`config.mk`:
```
export PLATFORM = sky130hd
export DESIGN_NAME = midi_meta_event_parser_top
export DESIGN_NICKNAME = d
export VERILOG_FILES = /design/src/rtl/mmep_pkg.sv /design/src/rtl/mmep_core.sv /design/src/rtl/mmep_out.sv /design/src/rtl/midi_meta_event_parser_top.sv
export SDC_FILE = /design/constraint.sdc
export NUM_CORES = 1
export LEC_CHECK = 0
export ABC_AREA = 1
export ABC_CLOCK_PERIOD_IN_PS = 3400
export BUFFER_PORTS_ARGS = -buffer_cell sky130_fd_sc_hd__buf_2
export CORE_AREA = 3 3 132 134
export DETAILED_ROUTE_END_ITERATION = 10
export DIE_AREA = 0 0 135 137
export MAX_ROUTING_LAYER = met4
export REMOVE_ABC_BUFFERS = 1
export SETUP_SLACK_MARGIN = 0.4
export SYNTH_ARGS = -nofsm -noshare
export SYNTH_HDL_FRONTEND = slang
export SYNTH_HIERARCHICAL = 1
export SYNTH_SLANG_ARGS = --single-unit
```
`constraint.sdc`:
```
create_clock -name clk -period 3.4 [get_ports clk]
set_input_delay 0.34 -clock clk [delete_from_list [all_inputs] [get_ports clk]]
set_output_delay 0.34 -clock clk [all_outputs]
set_load 0.02 [all_outputs]
```
`src/rtl/mmep_pkg.sv`:
```
package mmep_pkg;

  localparam int unsigned BYTE_W  = 8;
  localparam int unsigned KIND_W  = 2;
  localparam int unsigned VALUE_W = 24;
  localparam int unsigned TDATA_W = 24;

  localparam logic [BYTE_W-1:0] META_START     = 8'hFF;
  localparam logic [BYTE_W-1:0] META_COPYRIGHT = 8'h02;
  localparam logic [BYTE_W-1:0] META_TITLE     = 8'h03;
  localparam logic [BYTE_W-1:0] META_TEMPO     = 8'h51;
  localparam logic [BYTE_W-1:0] TEMPO_LEN      = 8'd3;

  localparam logic [KIND_W-1:0] KIND_COPYRIGHT = 2'd0;
  localparam logic [KIND_W-1:0] KIND_TITLE     = 2'd1;
  localparam logic [KIND_W-1:0] KIND_TEMPO     = 2'd2;

  typedef enum logic [3:0] {
    PH_IDLE    = 4'b0001,
    PH_TYPE    = 4'b0010,
    PH_LENGTH  = 4'b0100,
    PH_PAYLOAD = 4'b1000
  } phase_t;

  typedef struct packed {
    logic               valid;
    logic [KIND_W-1:0]  kind;
    logic [VALUE_W-1:0] value;
    logic               text_end;
  } res_t;

endpackage

```
`src/rtl/mmep_core.sv`:
```
module mmep_core (
  input  logic                        clk,
  input  logic                        rst_n,
  input  logic                        byte_accept,
  input  logic [mmep_pkg::BYTE_W-1:0] data_byte,
  input  logic                        last_byte,
  output mmep_pkg::res_t              res
);

  mmep_pkg::phase_t              phase_r, phase_nxt;
  logic [mmep_pkg::BYTE_W-1:0]   meta_kind_r, meta_kind_nxt;
  logic [mmep_pkg::BYTE_W-1:0]   bytes_left_r, bytes_left_nxt;
  logic [mmep_pkg::VALUE_W-1:0]  tempo_accum_r, tempo_accum_nxt;
  logic                          tempo_wanted_r, tempo_wanted_nxt;
  logic                          final_byte;
  logic                          is_text;

  assign final_byte = (bytes_left_r <= 8'd1);
  assign is_text    = (meta_kind_r == mmep_pkg::META_COPYRIGHT) ||
                      (meta_kind_r == mmep_pkg::META_TITLE);

  always_comb begin
    phase_nxt        = phase_r;
    meta_kind_nxt    = meta_kind_r;
    bytes_left_nxt   = bytes_left_r;
    tempo_accum_nxt  = tempo_accum_r;
    tempo_wanted_nxt = tempo_wanted_r;
    res              = '0;
    case (phase_r)
      mmep_pkg::PH_IDLE: begin
        if (data_byte == mmep_pkg::META_START) begin
          phase_nxt = mmep_pkg::PH_TYPE;
        end
      end
      mmep_pkg::PH_TYPE: begin
        meta_kind_nxt = data_byte;
        phase_nxt     = mmep_pkg::PH_LENGTH;
      end
      mmep_pkg::PH_LENGTH: begin
        bytes_left_nxt   = data_byte;
        tempo_accum_nxt  = '0;
        tempo_wanted_nxt = (meta_kind_r == mmep_pkg::META_TEMPO) &&
                           (data_byte == mmep_pkg::TEMPO_LEN);
        phase_nxt        = (data_byte == 8'd0) ? mmep_pkg::PH_IDLE : mmep_pkg::PH_PAYLOAD;
      end
      mmep_pkg::PH_PAYLOAD: begin
        bytes_left_nxt = 8'(bytes_left_r - 8'd1);
        if (is_text) begin
          res.valid    = 1'b1;
          res.kind     = (meta_kind_r == mmep_pkg::META_COPYRIGHT) ?
                         mmep_pkg::KIND_COPYRIGHT : mmep_pkg::KIND_TITLE;
          res.value    = {16'd0, data_byte};
          res.text_end = final_byte;
        end else if (tempo_wanted_r) begin
          tempo_accum_nxt = {tempo_accum_r[15:0], data_byte};
          if (final_byte) begin
            res.valid = 1'b1;
            res.kind  = mmep_pkg::KIND_TEMPO;
            res.value = {tempo_accum_r[15:0], data_byte};
          end
        end
        if (final_byte) begin
          phase_nxt        = mmep_pkg::PH_IDLE;
          bytes_left_nxt   = '0;
          tempo_wanted_nxt = 1'b0;
        end
      end
      default: begin
        phase_nxt = mmep_pkg::PH_IDLE;
      end
    endcase
    if (last_byte) begin
      phase_nxt        = mmep_pkg::PH_IDLE;
      meta_kind_nxt    = '0;
      bytes_left_nxt   = '0;
      tempo_accum_nxt  = '0;
      tempo_wanted_nxt = 1'b0;
    end
    if (!byte_accept) begin
      res.valid = 1'b0;
    end
  end

  always_ff @(posedge clk) begin
    if (!rst_n) begin
      phase_r        <= mmep_pkg::PH_IDLE;
      meta_kind_r    <= '0;
      bytes_left_r   <= '0;
      tempo_accum_r  <= '0;
      tempo_wanted_r <= 1'b0;
    end else if (byte_accept) begin
      phase_r        <= phase_nxt;
      meta_kind_r    <= meta_kind_nxt;
      bytes_left_r   <= bytes_left_nxt;
      tempo_accum_r  <= tempo_accum_nxt;
      tempo_wanted_r <= tempo_wanted_nxt;
    end
  end

  a_res_from_payload: assert property (@(posedge clk) disable iff (!rst_n)
    res.valid |-> (phase_r == mmep_pkg::PH_PAYLOAD))
    else $error("Result produced outside a payload.");

  a_last_clears: assert property (@(posedge clk) disable iff (!rst_n)
    (byte_accept && last_byte) |=> (phase_r == mmep_pkg::PH_IDLE) && !tempo_wanted_r)
    else $error("Last byte did not return the parser to idle.");

  a_tempo_no_end: assert property (@(posedge clk) disable iff (!rst_n)
    (res.valid && res.kind == mmep_pkg::KIND_TEMPO) |-> (!res.text_end && final_byte))
    else $error("Tempo result with text end or before its final byte.");

endmodule

```
`src/rtl/mmep_out.sv`:
```
module mmep_out (
  input  logic                         clk,
  input  logic                         rst_n,
  input  mmep_pkg::res_t               res,
  output logic                         space_ok,
  output logic                         out_tvalid,
  input  logic                         out_tready,
  output logic [mmep_pkg::KIND_W-1:0]  kind,
  output logic [mmep_pkg::VALUE_W-1:0] value,
  output logic                         text_end
);

  logic           main_valid_r, main_valid_nxt;
  logic           skid_valid_r, skid_valid_nxt;
  mmep_pkg::res_t main_r, main_nxt;
  mmep_pkg::res_t skid_r, skid_nxt;
  logic           main_free;

  assign main_free = !main_valid_r || out_tready;
  assign space_ok  = !skid_valid_r;

  always_comb begin
    main_valid_nxt = main_valid_r;
    skid_valid_nxt = skid_valid_r;
    main_nxt       = main_r;
    skid_nxt       = skid_r;
    if (main_free) begin
      if (skid_valid_r) begin
        main_valid_nxt = 1'b1;
        main_nxt       = skid_r;
        skid_valid_nxt = 1'b0;
      end else begin
        main_valid_nxt = res.valid;
        main_nxt       = res;
      end
    end else if (res.valid) begin
      skid_valid_nxt = 1'b1;
      skid_nxt       = res;
    end
  end

  always_ff @(posedge clk) begin
    if (!rst_n) begin
      main_valid_r <= 1'b0;
      skid_valid_r <= 1'b0;
    end else begin
      main_valid_r <= main_valid_nxt;
      skid_valid_r <= skid_valid_nxt;
    end
  end

  always_ff @(posedge clk) begin
    main_r <= main_nxt;
    skid_r <= skid_nxt;
  end

  assign out_tvalid = main_valid_r;
  assign kind       = main_r.kind;
  assign value      = main_r.value;
  assign text_end   = main_r.text_end;

  a_skid_behind_main: assert property (@(posedge clk) disable iff (!rst_n)
    skid_valid_r |-> main_valid_r)
    else $error("Skid entry held while the output register is empty.");

  a_no_push_when_full: assert property (@(posedge clk) disable iff (!rst_n)
    skid_valid_r |-> !res.valid)
    else $error("Result pushed while the skid entry is occupied.");

endmodule

```
`src/rtl/midi_meta_event_parser_top.sv`:
```
// A result is registered into the output register that drives the out_ channel, or
// into the skid entry while that register is stalled, on the transfer of its byte.
// Throughput: one byte per cycle while in_tready is high; the output register and
// skid entry hold two results, so in_tready drops only once a stall fills the skid.
// Reset (rst_n low, synchronous) returns the parser to idle and empties the output.
module midi_meta_event_parser_top (
  input  logic        clk,
  input  logic        rst_n,
  input  logic        in_tvalid,
  output logic        in_tready,
  input  logic [7:0]  in_tdata,   // [7:0] data_byte
  input  logic        in_tlast,   // last_byte
  output logic        out_tvalid,
  input  logic        out_tready,
  output logic [23:0] out_tdata,  // [23:0] value
  output logic [1:0]  out_tuser,  // [1:0] kind
  output logic        out_tlast   // text_end
);

  mmep_pkg::res_t res;
  logic           byte_accept;
  logic           space_ok;

  assign in_tready   = space_ok;
  assign byte_accept = in_tvalid && space_ok;

  mmep_core u_core (
    .clk         (clk),
    .rst_n       (rst_n),
    .byte_accept (byte_accept),
    .data_byte   (in_tdata),
    .last_byte   (in_tlast),
    .res         (res)
  );

  mmep_out u_out (
    .clk        (clk),
    .rst_n      (rst_n),
    .res        (res),
    .space_ok   (space_ok),
    .out_tvalid (out_tvalid),
    .out_tready (out_tready),
    .kind       (out_tuser),
    .value      (out_tdata),
    .text_end   (out_tlast)
  );

endmodule
```
==> results <==
- The static leakage is 2.141 nW.
- The number of max-cap violations is 0.
- The area of the mapped netlist is 4531 µm².
- The cell with the largest stage delay on the worst path is sky130_fd_sc_hd__dfxtp_1.
- The data arrival time of the worst path is 2.35 ns.
- The number of warnings issued by yosys is 6.
- The clock-pin slew of the registers on the worst-case setup and hold paths is 0.07 ns.
- Cells with a size suffix above 1 make up 20.59% of the layout.
- The critical path starts at u_core/bytes_left_r[0].
- The count of boundary I/O pins is 42.
- Setup repair after global routing left no endpoint under its margin.
- The violation count after the first detailed-routing iteration is 229.
- The total DRC errors in the routed layout is 0.
- The number of clock sinks seen by CTS is 93.
- In this run, post-CTS hold repair placed 0 buffers.
- Synthesis handed over a netlist of 530 instances.
- The detailed-route vias per instance is 4.338.
- In the finished design, the share of the clock period the worst path needs comes to 68.73%.
- Entering global routing, the biggest net connects 32 pins.
- The library cells used most frequently in the layout, excluding fill and tap cells, are sky130_fd_sc_hd__nand2_1, sky130_fd_sc_hd__nor2_1, sky130_fd_sc_hd__edfxtp_1.
- Dividing the detail-routed wire length by the instance count gives 11.86 µm.
- The first global-routing pass estimated 15.83 mm of wire.
- In this run, synthesis produced a sequential element count of 93.
- The kind of capture point of the worst setup path is a flop.
- The root buffer selected by CTS is sky130_fd_sc_hd__clkbuf_16.
- The deepest level of the CTS H-tree is 3.
- TritonCTS built the clock tree.
- The initial utilization of the core area, before any placement, comes to 27.61%.
- The port buffer count is 41.
- Of all nets on the critical path, the largest fanout is 27.
- Counting along the longest clock path gives a buffer depth of 2.
- The number of nets in the finished design is 583.
- The portion of the post-synthesis area used by sequential elements is 53.02%.
- For this run, the slowest stage of the critical path takes 0.34 ns.
- Buffers inserted during clock tree synthesis total 9.
- The number of antenna violations at the first check in global routing came to 3.
- Counting I/O delays and the setup requirement, the final critical path takes 2.337 ns.
- The max-slew violation count is 0.
- The number of global-route vias before repair was 3,130.
- Walking the worst path, the cells encountered are inv_1 -> ha_1 -> o21ai_0 -> nor2_2 -> a21boi_2 -> nor3_1 -> inv_1 -> nor2_2 -> buf_4.
- The headroom to the max-slew limit is 59.66%.
- The total number of vias is 3,453.
- After detailed routing, the total wire length is 9.438 mm.
- The mean instance size in the synthesized netlist is 8.548 µm².
- The sum of net half-perimeters after detailed placement is 6.599 mm.
- The total routing usage reported by global routing is 11.21%.
- By startpoint and endpoint, the worst setup path is classified as reg2reg.
- The total core area is 16,410 µm².
- Once detail routing completed, the nets flagged for antenna violations numbered 0.
- Across the VDD grid, the largest voltage drop is 0.0002222 V.
- The start point of the worst hold path is out_tready.
- Row generation in the floorplan step produced 47 rows.
- For this run, the detailed router's first-pass iteration total came to 5.
- The number of gates given a new drive strength after cts is 0.
- The worst-skew pair later-pin latency is 0.34 ns.
- The post-CTS setup buffer count is 0.
- In this run the critical register-to-register path is launched from u_core/bytes_left_r[0].
- The clock skew after layout is 0.005431 ns.
- For the pin with the worst max-slew slack, the measured transition is 0.6037 ns.
- The most frequent standard cell in the layout excluding fill and tap cells is sky130_fd_sc_hd__nand2_1.
- The setup TNS is 0 ns.
- The number of hold-slack violations in the final timing report is 0.
- The worst setup path is launched from a flop.
- The post-synthesis cell type count is 35.
- Global routing finished with a remaining overflow of 0.
- The run finished with clean final reports.
- The power per cell area is 475.6 nW/µm².
- At the worst endpoint, the required time is 3.41 ns.
- The die is 135 µm wide.
- The maximum operating frequency is 0.4280 GHz.
- The design draws 2.475 mW.
- The type of the tightest min-delay check is in2reg.
- The routability congestion estimate is 0.8660.
- The die covers 18,500 µm².
- The die extent in y is 137 µm.
- The final number of setup-violating endpoints is 0.
- The relative area change from synthesis to final layout is 14.83%.
[sequential cells by signal (all words and copies together), names as in the netlist]
| register | count |
|---|---|
| u_core/bytes_left_r | 8 |
| u_core/meta_kind_r | 8 |
| u_core/phase_r | 4 |
| u_core/tempo_accum_r | 16 |
| u_core/tempo_wanted_r | 1 |
| u_out/kind | 2 |
| u_out/out_tvalid | 1 |
| u_out/skid_r | 27 |
| u_out/skid_valid_r | 1 |
| u_out/text_end | 1 |
| u_out/value | 24 |
[layout make-up]
cell class / instances / area (µm²)
Tap cell: 220 / 275.3
Antenna cell: 3 / 7.507
Fill cell: 1715 / 11200
Clock inverter: 7 / 81.33
Sequential cell: 93 / 2402
Timing Repair Buffer: 45 / 235.2
Clock buffer: 9 / 225.2
Multi-Input combinational cell: 367 / 1775
Inverter: 52 / 200.2
[cell usage after synthesis]
master                     count  share of area (%)
sky130_fd_sc_hd__edfxtp_1     54                 36
sky130_fd_sc_hd__a21boi_2      1               0.25
sky130_fd_sc_hd__nand4_1       3               0.41
sky130_fd_sc_hd__clkbuf_1      2               0.17
sky130_fd_sc_hd__a21oi_1      13                1.4
sky130_fd_sc_hd__nand2_2       4               0.55
sky130_fd_sc_hd__buf_2         4               0.44
sky130_fd_sc_hd__a211oi_1      3               0.50
sky130_fd_sc_hd__nor3_2        1               0.22
sky130_fd_sc_hd__o21ai_1       1               0.11
sky130_fd_sc_hd__nand2_1     160                 13
sky130_fd_sc_hd__dfxtp_1      39                 17
sky130_fd_sc_hd__clkinv_1      1              0.083
sky130_fd_sc_hd__inv_4         2               0.28
sky130_fd_sc_hd__o21ai_0      20                2.2
sky130_fd_sc_hd__buf_4         5               0.83
sky130_fd_sc_hd__nand2_4       2               0.50
sky130_fd_sc_hd__nor2_2       22                3.0
sky130_fd_sc_hd__nor2_4       14                3.5
sky130_fd_sc_hd__nand3_4       1               0.39
sky130_fd_sc_hd__o211ai_1      1               0.17
sky130_fd_sc_hd__nor3_1        9               0.99
sky130_fd_sc_hd__nand3_2       2               0.44
sky130_fd_sc_hd__and2_0        1               0.14
sky130_fd_sc_hd__inv_2         5               0.41
sky130_fd_sc_hd__nand3_1      41                4.5
sky130_fd_sc_hd__nor2_1       63                5.2
sky130_fd_sc_hd__a21oi_2       1               0.19
sky130_fd_sc_hd__inv_1        44                3.6
sky130_fd_sc_hd__xor2_1        1               0.19
sky130_fd_sc_hd__buf_12        2               0.88
sky130_fd_sc_hd__ha_1          2               0.55
sky130_fd_sc_hd__clkbuf_2      1               0.11
sky130_fd_sc_hd__buf_6         4               0.99
sky130_fd_sc_hd__a21oi_4       1               0.36
[metrics by stage]
| step | util, % | worst slack [ns] | hold WS, ns | area, µm² | cells |
|---|---|---|---|---|---|
| 2_1_floorplan | - | 0.2406 | 0.4246 | 4375 | 512 |
| 3_3_place_gp | 29.79 | 1.133 | 0.4532 | 4888 | 777 |
| 3_5_place_dp | 29.79 | 1.064 | 0.4634 | 4888 | 777 |
| 4_1_cts | 31.66 | 1.049 | 0.2742 | 5195 | 793 |
| 5_1_grt | 31.71 | 0.8407 | 0.3146 | 5202 | 796 |
| 6_report | 31.71 | 1.063 | 0.2770 | 5202 | 796 |
[per-layer routing]
metal  wire [µm]  vias up  share of wire, %  global-route usage [%]
li1            -     1777                 -                       -
met1        4449     1554                47                   14.25
met2        4190      107                44                   16.76
met3         599       15               6.3                   3.456
met4         199        0               2.1                   4.423
met5           0        -                 0                       -
[worst max-delay path: cells and delay by family, from the launching register on]
family / cells / cell delay (ns)
simple gates: 3 / 0.56
buf+inv: 3 / 0.50
flops: 1 / 0.34
fa+ha+maj: 1 / 0.30
compound gates: 2 / 0.28
[power by group]
part           switching, mW  internal [mW]
logic                  0.142         0.0687
clock network          0.450          0.583
registers             0.0242           1.21
total                  0.617           1.86
[logic make-up (layout without fill, tap and decap cells)]
kind of cell / count (synthesis) / in the layout / synth area share (%)
other: 0 / 3 / 0
buffers and inverters: 70 / 113 / 7.843
xor gates and xnor gates: 1 / 1 / 0.1934
AOI/OAI and AO/OA: 41 / 41 / 5.220
and+or+nand+nor: 323 / 323 / 33.17
DFF: 93 / 93 / 53.02
adders and majority gates: 2 / 2 / 0.5522
[path summary, 6_finish.rpt]
path                            slack [ns]                  endpoint  cells after the start
worst max-delay path                  1.06          u_out/skid_r[23]                      9
worst min register to register        0.48  u_core/tempo_accum_r[12]                      2
worst min-delay path                  0.28        u_out/skid_valid_r                      4
worst max register to register        1.06          u_out/skid_r[23]                      9
(Power assumes the default switching activity.)
